===== src/hw/rtl/rbqs_pkg.sv =====
package rbqs_pkg;

  localparam int QualityBins = 64;
  localparam int CounterBits = 48;
  localparam int FieldBits   = 48;
  localparam int BinBits     = $clog2(QualityBins);
  localparam int WalkBits    = BinBits + 1;
  localparam int NumClasses  = 5;
  localparam int PhredOffset = 33;
  localparam int Q20Level    = 20;
  localparam int Q30Level    = 30;
  localparam int CmdDepth    = 4;
  localparam int CmdPtrBits  = $clog2(CmdDepth);

  typedef logic [CounterBits-1:0] counter_t;
  typedef logic [FieldBits-1:0]   field_t;
  typedef logic [BinBits-1:0]     bin_t;

  typedef enum logic [1:0] {
    MODE_BASE     = 2'd0,
    MODE_READ_END = 2'd1,
    MODE_REPORT   = 2'd2,
    MODE_UNUSED   = 2'd3
  } mode_t;

  typedef enum logic [1:0] {
    OP_BASE,
    OP_READ_END,
    OP_REPORT
  } cmd_op_t;

  typedef enum logic [2:0] {
    CLS_A,
    CLS_C,
    CLS_G,
    CLS_T,
    CLS_OTHER
  } class_t;

  typedef struct packed {
    cmd_op_t op;
    class_t  cls;
    bin_t    bin;
  } cmd_t;

  typedef enum logic [1:0] {
    ST_RUN,
    ST_WALK,
    ST_FINISH
  } back_state_t;

  typedef struct packed {
    logic walking;
    logic finishing;
  } back_status_t;

  function automatic counter_t sat_add(input counter_t a, input counter_t b);
    logic [CounterBits:0] sum;
    sum = {1'b0, a} + {1'b0, b};
    return sum[CounterBits] ? {CounterBits{1'b1}} : sum[CounterBits-1:0];
  endfunction

endpackage


===== src/hw/rtl/rbqs_cmd_fifo.sv =====
module rbqs_cmd_fifo (
  input  logic           clk,
  input  logic           rst,
  input  logic           wr_en,
  input  rbqs_pkg::cmd_t wr_data,
  output logic           full,
  input  logic           rd_en,
  output rbqs_pkg::cmd_t rd_data,
  output logic           rd_valid
);
  import rbqs_pkg::*;

  cmd_t                  slots [CmdDepth];
  logic [CmdPtrBits-1:0] wr_ptr;
  logic [CmdPtrBits-1:0] rd_ptr;
  logic [CmdPtrBits:0]   count;

  assign full     = (count == (CmdPtrBits + 1)'(CmdDepth));
  assign rd_valid = (count != '0);
  assign rd_data  = slots[rd_ptr];

  always_ff @(posedge clk) begin
    if (wr_en) begin
      slots[wr_ptr] <= wr_data;
    end
  end

  always_ff @(posedge clk) begin
    if (rst) begin
      wr_ptr <= '0;
      rd_ptr <= '0;
      count  <= '0;
    end else begin
      if (wr_en) begin
        wr_ptr <= wr_ptr + 1'b1;
      end
      if (rd_en) begin
        rd_ptr <= rd_ptr + 1'b1;
      end
      if (wr_en && !rd_en) begin
        count <= count + 1'b1;
      end else if (rd_en && !wr_en) begin
        count <= count - 1'b1;
      end
    end
  end

endmodule


===== config.mk =====
export PLATFORM = sky130hd
export DESIGN_NAME = rbqs_cmd_fifo
export DESIGN_NICKNAME = d
export VERILOG_FILES = /design/src/hw/rtl/rbqs_pkg.sv /design/src/hw/rtl/rbqs_cmd_fifo.sv
export SDC_FILE = /design/constraint.sdc
export NUM_CORES = 1
export LEC_CHECK = 0
export BUFFER_PORTS_ARGS = -buffer_cell sky130_fd_sc_hd__buf_2
export CORE_ASPECT_RATIO = 1.1
export CORE_MARGIN = 2
export CORE_UTILIZATION = 55
export CTS_BUF_LIST = sky130_fd_sc_hd__clkbuf_16
export DETAILED_ROUTE_END_ITERATION = 16
export PLACE_DENSITY = 0.77
export SLEW_MARGIN = 15
export SYNTH_ARGS = -nofsm -noshare
export SYNTH_HDL_FRONTEND = slang
export SYNTH_SLANG_ARGS = --single-unit
export TNS_END_PERCENT = 5

===== constraint.sdc =====
create_clock -name clk -period 2.2 [get_ports clk]
set_input_delay 0.44 -clock clk [delete_from_list [all_inputs] [get_ports clk]]
set_output_delay 0.44 -clock clk [all_outputs]
set_load 0.005 [all_outputs]

**Word-level counts from Yosys, hierarchy flattened**

Memory sizes are Yosys's and may differ from the RTL's. A register that Yosys moved wholly into a read port is not among the register bits.
Index checks and enable logic that the tools add are counted.

- Bits in registers: 7
- Bits in latches: 0
- Bits in writable memories: 44
- Bits in read-only memories: 0
- Bits of input ports: 15
- Output and inout port bits: 13
- Word-level logic and storage cells: 21
- Memories: 1

Memories:

| name | words | bits a word | read ports | clocked after Yosys merged registers in | write ports | line | text |
|---|---|---|---|---|---|---|---|
| slots | 4 | 11 | 1 | 1 | 1 | rbqs_cmd_fifo.sv:13 | `cmd_t slots [CmdDepth];` |

- Add/subtract/negate cells: 4
- Multipliers: 0
- Divide/modulo/power cells: 0
- $lt $le $gt $ge: 0
- Eq/ne operators: 1
- Shift operators: 0
- Mux-type cells: 6
- Bitwise logic cells: 0
- Reductions and logical operators: 6

Operators with widths:

| cell | count |
|---|---|
| 3-bit two-way mux | 2 |
| 2-bit by 1-bit adder with 2-bit output (second input constant) | 2 |
| 2-bit two-way mux | 2 |
| 3-bit by 1-bit adder with 3-bit output (second input constant) | 1 |
| 3-bit equality test (second input constant) | 1 |
| 3-bit nonzero test | 1 |
| 3-bit by 1-bit subtractor with 3-bit output (second input constant) | 1 |
| 1-bit logical AND | 2 |
| 1-bit logical NOT | 2 |
| 1-bit two-way mux | 2 |
| 2-bit nonzero test | 1 |

**Longest topological paths before layout**

- Depth after elaboration: 4
- Gate-level depth with buffers: 7
- Gate-level depth less buffers: 7

**Worst setup path before layout**

Ideal clock, no wire load.

- Path type: input port to flip-flop
- Start point: input port rd_en
- End point: register count[2]
- Library setup time: 70 ps
- Arrival: 1,630 ps
- Required time: 2,130 ps
- Setup slack: 500 ps
- Cell stages on the path: 7
- Buffers on the path: 0
- Cells stage by stage: inv_1 ha_1 inv_1 fa_1 xor2_1 or3_1 a21oi_1

- Cells in the longest elaborated chain, start to end: 3
- Elaborated cells on any way between the ends: 5
- Those cells by class: mux: 1; reduce/logical: 4

Ends and longest elaborated chain:

| element | line | text |
|---|---|---|
| start: declaration | rbqs_cmd_fifo.sv:7 | `input logic rd_en,` |
| 1-bit logical NOT | rbqs_cmd_fifo.sv:40 | `if (wr_en && !rd_en) begin` |
| 1-bit logical AND | rbqs_cmd_fifo.sv:40 |  |
| 3-bit two-way mux / 2-bit nonzero test (equally long branches) | n/a |  |
| end signal: assignment | rbqs_cmd_fifo.sv:41 | `count <= count + 1'b1;` |
| end signal: assignment | rbqs_cmd_fifo.sv:43 | `count <= count - 1'b1;` |
| end: declaration | rbqs_cmd_fifo.sv:16 | `logic [CmdPtrBits:0] count;` |

Parallel ways exist; a longest one is shown, timed or not.
A chain may end at the register's enable or synchronous reset.

==> impl_metrics.tcl <==
set metrics [dict create \
    numCtsBuffers 5 \
    finClkSkew_ns 0.00459 \
    cts_hold_buffers 0 \
    cts_root_buf "clkbuf_16" \
    die_h_um 67.6 \
    cap_violations 0 \
    num_rows 23 \
    max_freq_mhz 507 \
    crit_required_ns 1.76 \
    min_period_ns 1.97 \
    area_growth_pct 18.5 \
    cts_buffer_depth 2 \
    htree_levels 2 \
    cellPowerDensity_nw_per_um2 959 \
    synth_area_um2 2020 \
    pre_cts_slack_ns 0.266 \
    yosys_register_bits 53 \
    rsz0062_at_grt "false" \
    setup_tns_ns 0 \
    seq_power_share 0.516 \
    status "completed" \
    worst_slew_pin_slew_ns 0.584 \
    grt_max_degree 19 \
    synthCells 101 \
    p_clk_frac 0.388 \
    finalSetupViolCount 0 \
    path_max_fanout 7 \
    final-hold-violation-count 0 \
    final_cells 184 \
    die_area_um2 4170 \
    core_um2 3570 \
    period_share 0.897 \
    ant_nets 0 \
    firstDrtPassIters 4 \
    port_buffers 27 \
    grt_pass1_vias 943 \
    track_usage 0.170 \
    cts.sinks 53 \
    cts.reportedPaths.clkPinSlew_ns 0.07 \
    die_w_um 61.8 \
    drt_iter0_markers 44 \
    critPathKind "register to primary output" \
    switchingPower_mw 0.480 \
    gp_congestion 0.656 \
    num_antenna_cells 0 \
    grt_overflow 0 \
    ios 28 \
    routed_via_density 5.20 \
    combPwrFrac 0.096 \
    antenna_found_initial 0 \
    worstHoldPathType "input pin to register" \
    hpwlAfterDp_mm 2.02 \
    p_leak_nw 0.870 \
    nets 154 \
    p_int_mw 1.82 \
    slew_viol_final 0 \
    synth_area_per_cell_um2 20.0 \
    vdd_drop_max_uv 687 \
    cts_tree "built" \
    start_util 0.566 \
    fin_ws_ns 0.228 \
    vias 956 \
    post_cts_buffers 0 \
    max-slew-margin-rel 0.610 \
    critPathArrivalTime_ns 1.53 \
    synth.distinct_cells 20 \
    worstSkewPairLatency_ns 0.29 \
    routed_wl_mm 2.99 \
    drc 0 \
    layout-drive-gt1-share 0.351 \
    yosysWarnings 0 \
    p_sw_frac 0.209 \
    place_inst 176 \
    worstSetupStartpointType "register" \
    grt_pass1_wl_mm 4.77 \
    synth_nets 122 \
    wire_per_inst_um 16.2 \
    postCtsResizedCells 0 \
    seq_area_frac_synth 0.743 \
    end_kind "primary output" \
]
[synthesized netlist by cell type]
cell       n  area (µm²)
o21ai_0    1        5.00
nor3b_1    1        7.51
fa_1       1        20.0
xnor2_1    2        17.5
buf_6      1        11.3
mux2i_1    2        20.0
dfxtp_1    9         180
nor2_1     7        26.3
a21oi_1    1        5.00
nand2_1    1        3.75
buf_2      1        5.00
mux4_1     1        26.3
inv_1      4        15.0
edfxtp_1  44        1320
clkbuf_1   1        3.75
and2_1     4        25.0
ha_1       5        62.6
mux4_2    10         225
xor2_1     3        26.3
or3_1      2        12.5
[per-stage QoR]
stage                     area [µm²]  power, mW  hold WS [ns]  utilization
final                           2390       2.30         0.359        0.671
after CTS                       2390       2.32         0.352        0.670
after floorplan                 2020       1.33         0.461            -
after detailed placement        2220       1.43         0.492        0.621
after global placement          2220       1.41         0.476        0.621
after global routing            2390       2.38         0.359        0.671
[flip-flops by register name, summed over array words and instances, names as in the netlist, named ones only]
signal  count
rd_ptr      2
wr_ptr      2
slots      44
count       3
[cells in the final DEF, fill, tap and decap left out, drive strengths merged, types with 2 or more instances in the layout]
cell type / netlist / layout
mux2i: 2 / 2
edfxtp: 44 / 44
or3: 2 / 2
xor2: 3 / 3
ha: 5 / 5
clkbuf: 1 / 5
nor2: 7 / 7
and2: 4 / 4
buf: 2 / 28
inv: 4 / 5
xnor2: 2 / 2
dfxtp: 9 / 9
mux4: 11 / 11
[critical path, stage by stage, from the launching register on]
cell and delay, ns:
dfxtp_2 0.44, buf_12 0.17, mux4_2 0.50, buf_2 0.14
[power groups by stage]
stage | clock, mW | combinational, mW | sequential (mW)
floorplan | 0 | 0.144 | 1.19
global placement | 0 | 0.212 | 1.20
detailed placement | 0 | 0.222 | 1.21
CTS | 0.910 | 0.225 | 1.19
global route | 0.939 | 0.248 | 1.19
finish | 0.891 | 0.220 | 1.18
[cells by family after synthesis]
kind of cell	Yosys count	synth area share
XOR/XNOR	5	0.0217
adder cells (fa/ha/maj)	6	0.0409
flip-flops	53	0.743
AND/OR/NAND/NOR	15	0.0372
multiplexers	13	0.134
AO/OA/AOI/OAI	2	0.00495
buffers and inverters	7	0.0173
[cell type report]
class | count | area (µm²)
clock buffers | 5 | 125
clock inverters | 3 | 50.0
fillers | 252 | 1170
inverters | 4 | 15.0
multi-input cells | 41 | 483
flip-flops and latches | 53 | 1500
well taps | 50 | 62.6
repair buffers | 28 | 155
[path summary, 6_finish.rpt]
kind | to | cells past startpoint | start | slack [ns]
worst min-delay path | slots[1][2] | 1 | wr_data[2] | 0.36
worst min register to register | count[2] | 2 | count[2] | 0.51
worst max register to register | count[2] | 4 | count[0] | 0.70
worst max-delay path | rd_data[1] | 3 | register | 0.23
[metal layers]
metal	share of wire	vias up	GRT usage
met5	0	-	0
met4	0.014	0	0.0771
met3	0.053	5	0.0441
met2	0.52	25	0.284
met1	0.41	475	0.203
li1	-	451	-
No activity file was read; power rests on OpenSTA's default activity.
