`config.mk`:
```
export PLATFORM = sky130hd
export DESIGN_NAME = rbqs_front
export DESIGN_NICKNAME = d
export VERILOG_FILES = /design/src/hw/rtl/rbqs_pkg.sv /design/src/hw/rtl/rbqs_front.sv
export SDC_FILE = /design/constraint.sdc
export NUM_CORES = 1
export LEC_CHECK = 0
export ABC_AREA = 1
export BUFFER_PORTS_ARGS = -buffer_cell sky130_fd_sc_hd__buf_2
export CAP_MARGIN = 20
export CORE_AREA = 5 5 42 44
export DETAILED_ROUTE_END_ITERATION = 7
export DIE_AREA = 0 0 47 49
export PLACE_DENSITY = 0.67
export SYNTH_ARGS = -nofsm -noshare
export SYNTH_HDL_FRONTEND = slang
export SYNTH_SLANG_ARGS = --single-unit
```
`constraint.sdc`:
```
create_clock -name vclk -period 1.3
set_input_delay 0.13 -clock vclk [all_inputs]
set_output_delay 0.13 -clock vclk [all_outputs]
set_load 0.01 [all_outputs]
```
`src/hw/rtl/rbqs_pkg.sv`:
```
package rbqs_pkg;

  localparam int QualityBins = 64;
  localparam int CounterBits = 48;
  localparam int FieldBits   = 48;
  localparam int BinBits     = $clog2(QualityBins);
  localparam int WalkBits    = BinBits + 1;
  localparam int NumClasses  = 5;
  localparam int PhredOffset = 33;
  localparam int Q20Level    = 20;
  localparam int Q30Level    = 30;
  localparam int CmdDepth    = 4;
  localparam int CmdPtrBits  = $clog2(CmdDepth);

  typedef logic [CounterBits-1:0] counter_t;
  typedef logic [FieldBits-1:0]   field_t;
  typedef logic [BinBits-1:0]     bin_t;

  typedef enum logic [1:0] {
    MODE_BASE     = 2'd0,
    MODE_READ_END = 2'd1,
    MODE_REPORT   = 2'd2,
    MODE_UNUSED   = 2'd3
  } mode_t;

  typedef enum logic [1:0] {
    OP_BASE,
    OP_READ_END,
    OP_REPORT
  } cmd_op_t;

  typedef enum logic [2:0] {
    CLS_A,
    CLS_C,
    CLS_G,
    CLS_T,
    CLS_OTHER
  } class_t;

  typedef struct packed {
    cmd_op_t op;
    class_t  cls;
    bin_t    bin;
  } cmd_t;

  typedef enum logic [1:0] {
    ST_RUN,
    ST_WALK,
    ST_FINISH
  } back_state_t;

  typedef struct packed {
    logic walking;
    logic finishing;
  } back_status_t;

  function automatic counter_t sat_add(input counter_t a, input counter_t b);
    logic [CounterBits:0] sum;
    sum = {1'b0, a} + {1'b0, b};
    return sum[CounterBits] ? {CounterBits{1'b1}} : sum[CounterBits-1:0];
  endfunction

endpackage

```
`src/hw/rtl/rbqs_front.sv`:
```
module rbqs_front (
  input  logic                push,
  input  logic [1:0]          mode,
  input  logic [7:0]          base_char,
  input  logic [7:0]          quality_char,
  input  logic                cmd_full,
  output logic                cmd_wr,
  output rbqs_pkg::cmd_t      cmd
);
  import rbqs_pkg::*;

  logic [7:0] upper_char;
  logic [7:0] qual_off;

  // Clearing bit 5 folds lower-case letters onto upper case.
  assign upper_char = base_char & 8'hDF;
  assign qual_off   = quality_char - 8'(PhredOffset);

  always_comb begin
    cmd.op  = OP_BASE;
    cmd_wr  = 1'b0;
    unique case (mode)
      MODE_BASE: begin
        cmd.op = OP_BASE;
        cmd_wr = push && !cmd_full;
      end
      MODE_READ_END: begin
        cmd.op = OP_READ_END;
        cmd_wr = push && !cmd_full;
      end
      MODE_REPORT: begin
        cmd.op = OP_REPORT;
        cmd_wr = push && !cmd_full;
      end
      MODE_UNUSED: begin
        cmd.op = OP_BASE;
        cmd_wr = 1'b0;
      end
      default: begin
        cmd.op = OP_BASE;
        cmd_wr = 1'b0;
      end
    endcase

    unique case (upper_char)
      8'h41:   cmd.cls = CLS_A;
      8'h43:   cmd.cls = CLS_C;
      8'h47:   cmd.cls = CLS_G;
      8'h54:   cmd.cls = CLS_T;
      default: cmd.cls = CLS_OTHER;
    endcase

    priority if (quality_char < 8'(PhredOffset)) begin
      cmd.bin = '0;
    end else if (qual_off > 8'(QualityBins - 1)) begin
      cmd.bin = BinBits'(QualityBins - 1);
    end else begin
      cmd.bin = qual_off[BinBits-1:0];
    end
  end

endmodule

```
# After elaboration in Yosys (flattened, before gate mapping)
# Index checks and enable logic that the tools add are counted.
totals:
  ram_bits: 0
  n_memories: 0
  regBits: 0
  latch_bits: 0
  romBits: 0
op_classes:
  n_mul: 0
  div: 0
  n_addsub: 1
  shifts: 0
  n_mux: 5
  n_lt_le_gt_ge: 2
  n_eq_ne: 7
  bitwise_logic: 0
  n_reduce_logical: 5
op_table:
  columns: ["op", "count"]
  rows:
  - ["$eq 7x6->1 const B", 4]
  - ["$mux 6", 2]
  - ["$pmux 3 s4", 1]
  - ["$gt 8x6->1 const B", 1]
  - ["$lt 8x6->1 const B", 1]
  - ["$sub 8x6->8 const B", 1]
  - ["$pmux 2 s3", 1]
  - ["$eq 2x2->1 const B", 2]
  - ["$reduce_or 3->1", 1]
  - ["$eq 2x1->1 const B", 1]
  - ["$logic_not 2->1", 1]
  - ["$pmux 1 s2", 1]
  - ["$reduce_or 2->1", 1]
  - ["$logic_and 1x1->1", 1]
  - ["$logic_not 1->1", 1]

# Logic depth before layout (Yosys ltp)
# Gate-level depths: netlist (run 1).
logic_depth:
  depth_word: 4
  depth_mapped: 10
  ltp_nobuf: 10

# Worst setup path before layout (run 1)
# No wires, ideal clock.
synth_timing:
  path_type: "input to output"
  start: "input quality_char[0]"
  end: "output cmd[2] in the netlist's numbering"
  slack_ns: 0.231
  n_path_buf: 0
  t_arrival_ns: 0.939
  path_stages: 10
  cell_sequence: "inv_1 -> ha_1 -> nand3_2 -> nand2_1 -> nand2_1 -> nand2_1 -> inv_2 -> nand4_1 -> nand2_1 -> inv_1"
synth_rtl:
  columns: ["item", "line_no", "source"]
  rows:
  - ["start: declaration", "rbqs_front.sv:5", "input logic [7:0] quality_char,"]
  - ["end: declaration", "rbqs_front.sv:8", "output rbqs_pkg::cmd_t cmd"]

==> impl_metrics.env, run 1 <==
export IMPL_synth_most_common_cell="inv_1"
export IMPL_register_area_um2=0
export IMPL_ys_seq_area_share_pct=0
export IMPL_path_cells="buf_2, inv_2, nand2_2, a21oi_2, nand3_2, nand4_1, nand2_1, inv_1, buf_2"
export IMPL_p_leak_nw=0.359
export IMPL_hold_ws_ns=0.491
export IMPL_core_area_mm2=0.00140
export IMPL_start_kind="input port"
export IMPL_max_cap_viol_count=0
export IMPL_cpLargestDelayFamily="simple AND/OR/NAND/NOR gates"
export IMPL_crit_buf_inv=4
export IMPL_grtUsageTotal_pct=7.79
export IMPL_gp_congestion=0.749
export IMPL_cp_slowest_stage_delay_ns=0.18
export IMPL_yosys_top_cells_area="inv_1, nand2_1, nand4_1"
export IMPL_endpoint="cmd[3]"
export IMPL_drtIter0Drc=3
export IMPL_syn_nets=93
export IMPL_cp_max_fo=6
export IMPL_clock_power_share_pct=0
export IMPL_num_vias=560
export IMPL_status="finished, final reports clean"
export IMPL_avgSynthCellArea_um2=5.16
export IMPL_syn_area_um2=372
export IMPL_drive_gt1_share_pct=48.6
export IMPL_dpl_cell_count=121
export IMPL_pwr_density_cell_mw_per_mm2=324
export IMPL_hpwl_um=918
export IMPL_yosysWarningCount=0
export IMPL_arrival_ns=1.08
export IMPL_grt_pass1_vias=417
export IMPL_die_w_um=47
export IMPL_critPathRequiredTime_ns=1.17
export IMPL_io_buffers=31
export IMPL_synthCells=72
export IMPL_antenna_found_initial=0
export IMPL_hold_violations=0
export IMPL_power_switching_uw=110
export IMPL_start_util_pct=26.5
export IMPL_syn_to_final_growth_pct=68.4
export IMPL_fin_nets=128
export IMPL_drcViolationCount=0
export IMPL_worst_pin_slew_ns=0.247
export IMPL_final_cells=121
export IMPL_grt_pass1_wl_um=1480
export IMPL_via_per_inst=4.63
export IMPL_drv_slew=0
export IMPL_ant_nets=0
export IMPL_pin_count=32
export IMPL_startpoint="quality_char[4]"
export IMPL_yosysUniqueCellTypes=19
export IMPL_num_rows=14
export IMPL_routedWlPerCell_um=8.73
export IMPL_max_freq_mhz=827
export IMPL_period_minus_slack_ns=1.21
export IMPL_min_period_over_period_pct=93.1
export IMPL_clock_buffers=0
export IMPL_cts_setup_buffers=0
export IMPL_seq_cells=0
export IMPL_crit_type="input port to output pin"
export IMPL_die_h_um=49
export IMPL_rsz0062_at_grt="yes"
export IMPL_grt_max_degree=7
export IMPL_ir_drop_mv=0.143
export IMPL_yosysTopAreaCell="inv_1"
export IMPL_critPathSlowestCell="a21oi_2"
export IMPL_dieArea_mm2=0.00230
export IMPL_dr_pass1_iters=5
export IMPL_sw_frac_of_total_pct=54.4
export IMPL_antenna_cells=0
export IMPL_holdCritPathClass="input port to output pin"
export IMPL_power_share_combinational_pct=100.0
export IMPL_yosysTopAreaCellShare_pct=18.2
export IMPL_endpoint_kind="output pin"
export IMPL_tns_ns=0
export IMPL_setup_violations=0
export IMPL_crit_top_cell="buf_2"
export IMPL_worst_path_stages=9
export IMPL_wirelength_um=1060
export IMPL_p_int_uw=92.4
export IMPL_synth_commonest_cells="inv_1, nand2_1, nand4_1"
export IMPL_seqPwrFrac_pct=0
export IMPL_grt_overflow=0
export IMPL_relSlewSlack_pct=83.3
[layout by cell type, fill, tap and decap left out]
cell type  instances
xnor2_1            1
nand3_1            3
buf_8              1
o21ai_0            1
nand3_2            2
nor2_2             2
nor2_4             1
nor2_1             4
nand4_1            9
o21ai_1            2
xor2_1             1
inv_4              2
ha_4               1
inv_1             15
a21oi_1            1
nand3_4            1
inv_2              3
nand2_2            4
buf_4              2
buf_6              3
nand2_4            1
nand2_1           14
o41ai_1            1
buf_2             27
nor3_1             2
a21oi_2            1
[power groups by stage]
stage	logic (mW)	clock network, mW	registers, mW
2_1_floorplan	0.0961	0	0
3_3_place_gp	0.175	0	0
3_5_place_dp	0.177	0	0
4_1_cts	0.178	0	0
5_1_grt	0.226	0	0
6_report	0.203	0	0
[routing by layer]
metal,global-route usage [%],wire (µm),vias up
li1,-,-,304
met1,10.9,421,237
met2,13.3,511,19
met3,0.738,123,0
met4,0,0,0
met5,0,0,-
[worst min-delay path by stage]
stage	start	to	depth (start not counted)
floorplan	mode[0]	cmd[10]	1
global placement	cmd_full	cmd_wr	3
detailed placement	cmd_full	cmd_wr	3
CTS	cmd_full	cmd_wr	3
global route	cmd_full	cmd_wr	3
finish	cmd_full	cmd_wr	3
[cell type report]
type / count / area (µm²)
fill: 156 / 776
multi-input combinational: 52 / 327
timing repair buffer: 33 / 199
inverter: 20 / 80.1
tap: 16 / 20.0
[logic make-up after synthesis]
| family | share of synthesized area [%] |
|---|---|
| and+or+nand+nor | 61.6 |
| buffers and inverters | 20.2 |
| AOI/OAI and AO/OA | 10.1 |
| xor gates and xnor gates | 4.71 |
| adders and majority gates | 3.37 |
[through the flow]
stage	power, mW	instance area, µm²	setup WS [ns]	utilization (%)
5_1_grt	0.226	626	-0.0394	44.6
2_1_floorplan	0.0961	372	0.231	-
4_1_cts	0.178	562	0.000707	40.1
3_3_place_gp	0.175	562	0.0141	40.1
3_5_place_dp	0.177	562	0.00363	40.1
6_report	0.203	626	0.0903	44.6
[what timing repair did]
action                                  in CTS  in global routing
hold buffers                                 0                  0
resized for setup                            0                 17
endpoints found under the setup margin       0                  6
Note: power is estimated with default switching activity, not from simulation.
==> run 2, diff against run 1 <==
- ABC_AREA: 1 -> default
- PLACE_DENSITY: 0.67 -> 0.66
==> run 2 against run 1 <==
  * Setup slack got worse by 0.42 ns
  * Synthesized cell count decreased by 22%
  * The flow now finishes with violations (negative setup slack)
  * Largest power group unchanged
  * Critical endpoint is now cmd[4]
  * Cell area increased by 18%
  * Cell count decreased by 3.3%
  * Count of clock-buffer cells in the layout unchanged
  * Non-clock buffer count increased by 13
  * Global-route usage increased by 2.4 points
  * Combinational power increased by 12%
  * Largest cell class unchanged
  * Die area unchanged
  * Core utilization increased by 8.1 points
==> impl_metrics.env, run 2 <==
export IMPL_status="complete, but fails checks"
export IMPL_violations="negative setup slack"
export IMPL_max_cap_viol_count=0
export IMPL_synthMuxAreaShare_pct=0
export IMPL_worst_pin_slew_ns=0.575
export IMPL_synth_top_family_by_area="simple AND/OR/NAND/NOR gates"
export IMPL_die_h_um=49
export IMPL_relSlewSlack_pct=61.2
export IMPL_grtUsageTotal_pct=10.2
export IMPL_ant_nets=0
export IMPL_start_util_pct=25.5
export IMPL_grt_pass1_wl_um=1910
export IMPL_dieArea_mm2=0.00230
export IMPL_ys_seq_area_share_pct=0
export IMPL_via_per_inst=4.99
export IMPL_setup_violations=6
export IMPL_ir_drop_mv=0.132
export IMPL_yosysTopAreaCellShare_pct=12.2
export IMPL_yosysTopAreaCell="nor2b_1"
export IMPL_holdCritPathClass="input port to output pin"
export IMPL_synthCells=56
export IMPL_drv_slew=0
export IMPL_io_buffers=31
export IMPL_arrival_ns=1.50
export IMPL_syn_nets=77
export IMPL_pin_count=32
export IMPL_power_uw=228
export IMPL_critPathRequiredTime_ns=1.17
export IMPL_max_freq_mhz=612
export IMPL_antenna_found_initial=0
export IMPL_synthXorXnorAreaFrac_pct=2.45
export IMPL_die_w_um=47
export IMPL_drive_gt1_share_pct=62.4
export IMPL_synth_most_common_cell="nor2b_1"
export IMPL_layout_commonest_cell="buf_2"
export IMPL_seq_cells=0
export IMPL_core_area_mm2=0.00140
export IMPL_start_kind="input port"
export IMPL_routedWlPerCell_um=11.3
export IMPL_dr_pass1_iters=4
export IMPL_pwr_density_cell_mw_per_mm2=309
export IMPL_hold_violations=0
export IMPL_crit_type="input port to output pin"
export IMPL_synth_compound_area_share_pct=38.1
export IMPL_hold_ws_ns=0.501
export IMPL_yosysWarningCount=0
export IMPL_syn_area_um2=358
export IMPL_syn_to_final_growth_pct=107
export IMPL_synth_commonest_cells="nor2b_1, nand2_1, nor2_1"
export IMPL_yosysUniqueCellTypes=29
export IMPL_min_from="cmd_full"
export IMPL_grt_max_degree=8
export IMPL_clock_buffers=0
export IMPL_holdPathEnd="cmd_wr"
export IMPL_p_leak_nw=0.336
export IMPL_antenna_cells=0
export IMPL_wirelength_um=1320
export IMPL_gp_congestion=0.844
export IMPL_avgSynthCellArea_um2=6.39
export IMPL_mostFrequentLayoutCells="buf_2, buf_4, nor2b_1"
export IMPL_drtIter0Drc=4
export IMPL_hpwl_um=1140
export IMPL_num_vias=584
export IMPL_register_area_um2=0
export IMPL_period_minus_slack_ns=1.63
export IMPL_cp_max_fo=5
export IMPL_synth_simple_gate_area_share_pct=50.3
export IMPL_min_period_over_period_pct=126
export IMPL_drcViolationCount=0
export IMPL_synth_adder_area_share_pct=3.50
export IMPL_num_rows=14
export IMPL_grt_overflow=0
export IMPL_rsz0062_at_grt="yes"
export IMPL_hold_depth=3
export IMPL_fin_nets=124
export IMPL_yosys_top_cells_area="nor2b_1, nand2_1, nor2_1"
export IMPL_endpoint_kind="output pin"
export IMPL_final_setup_worst_slack_ns=-0.334
export IMPL_grt_pass1_vias=518
## run 2: cell types whose count changed in the layout (fill, tap and decap cells not counted), sizes merged, moves of 3 or more
cell   delta
inv      -16
nand2    -14
buf      +13
nand4     -8
nor2b     +7
nand3     -6
a21oi     +3
o21ai     +3
## run 2: layer usage
metal,global-route usage [%],routed length (µm),up-vias
met5,0,0,-
li1,-,-,304
met3,1.48,173,0
met4,0,0,0
met2,20.6,639,27
met1,10.9,508,253
## run 2: what timing repair did
| action | in CTS | in global routing |
|---|---|---|
| pin swaps | 5 | 5 |
| hold buffers | 0 | 0 |
| cloned | 0 | 0 |
| gates resized for setup | 6 | 5 |
| buffers inserted | 1 | 0 |
| setup endpoints to repair | 6 | 6 |
## run 2: layout make-up
| cell class | instances | area (µm²) |
|---|---|---|
| timing repair buffer | 46 | 288 |
| fill | 144 | 662 |
| tap | 16 | 20.0 |
| inverter | 4 | 30.0 |
| multi-input combinational | 51 | 402 |
## run 2: worst max-delay path, stage by stage
cell,delay (ns)
buf_8,0.11
inv_8,0.04
ha_4,0.14
or4b_4,0.49
a21oi_2,0.16
a311o_2,0.17
o311ai_4,0.09
buf_2,0.18
## run 2: metrics by stage
step	area [µm²]	cells	util, %	TNS (ns)	setup slack, ns
final	739	117	52.8	-1.51	-0.334
after global routing	739	117	52.8	-1.75	-0.358
after CTS	717	117	51.2	-1.54	-0.337
after detailed placement	697	117	49.7	-1.79	-0.369
after global placement	697	117	49.7	-1.69	-0.338
after floorplan	414	56	-	0	0.00233
## run 2: logic make-up after synthesis
family	Yosys count
AO/OA/AOI/OAI	20
XOR/XNOR	1
adder cells (fa/ha/maj)	1
buffers and inverters	5
AND/OR/NAND/NOR	29
## run 2: report_power, final
group	total [mW]	internal, mW	switching (mW)
logic	0.228	0.120	0.108
registers	0	0	0
clock network	0	0	0
## run 2: how the worst max path moves through the flow
stage / to / from / cells after the start
2_1_floorplan: cmd[4] / quality_char[1] / 6
3_3_place_gp: cmd[4] / quality_char[1] / 8
3_5_place_dp: cmd[4] / quality_char[1] / 8
4_1_cts: cmd[4] / quality_char[0] / 8
5_1_grt: cmd[4] / quality_char[1] / 8
6_report: cmd[4] / quality_char[1] / 8
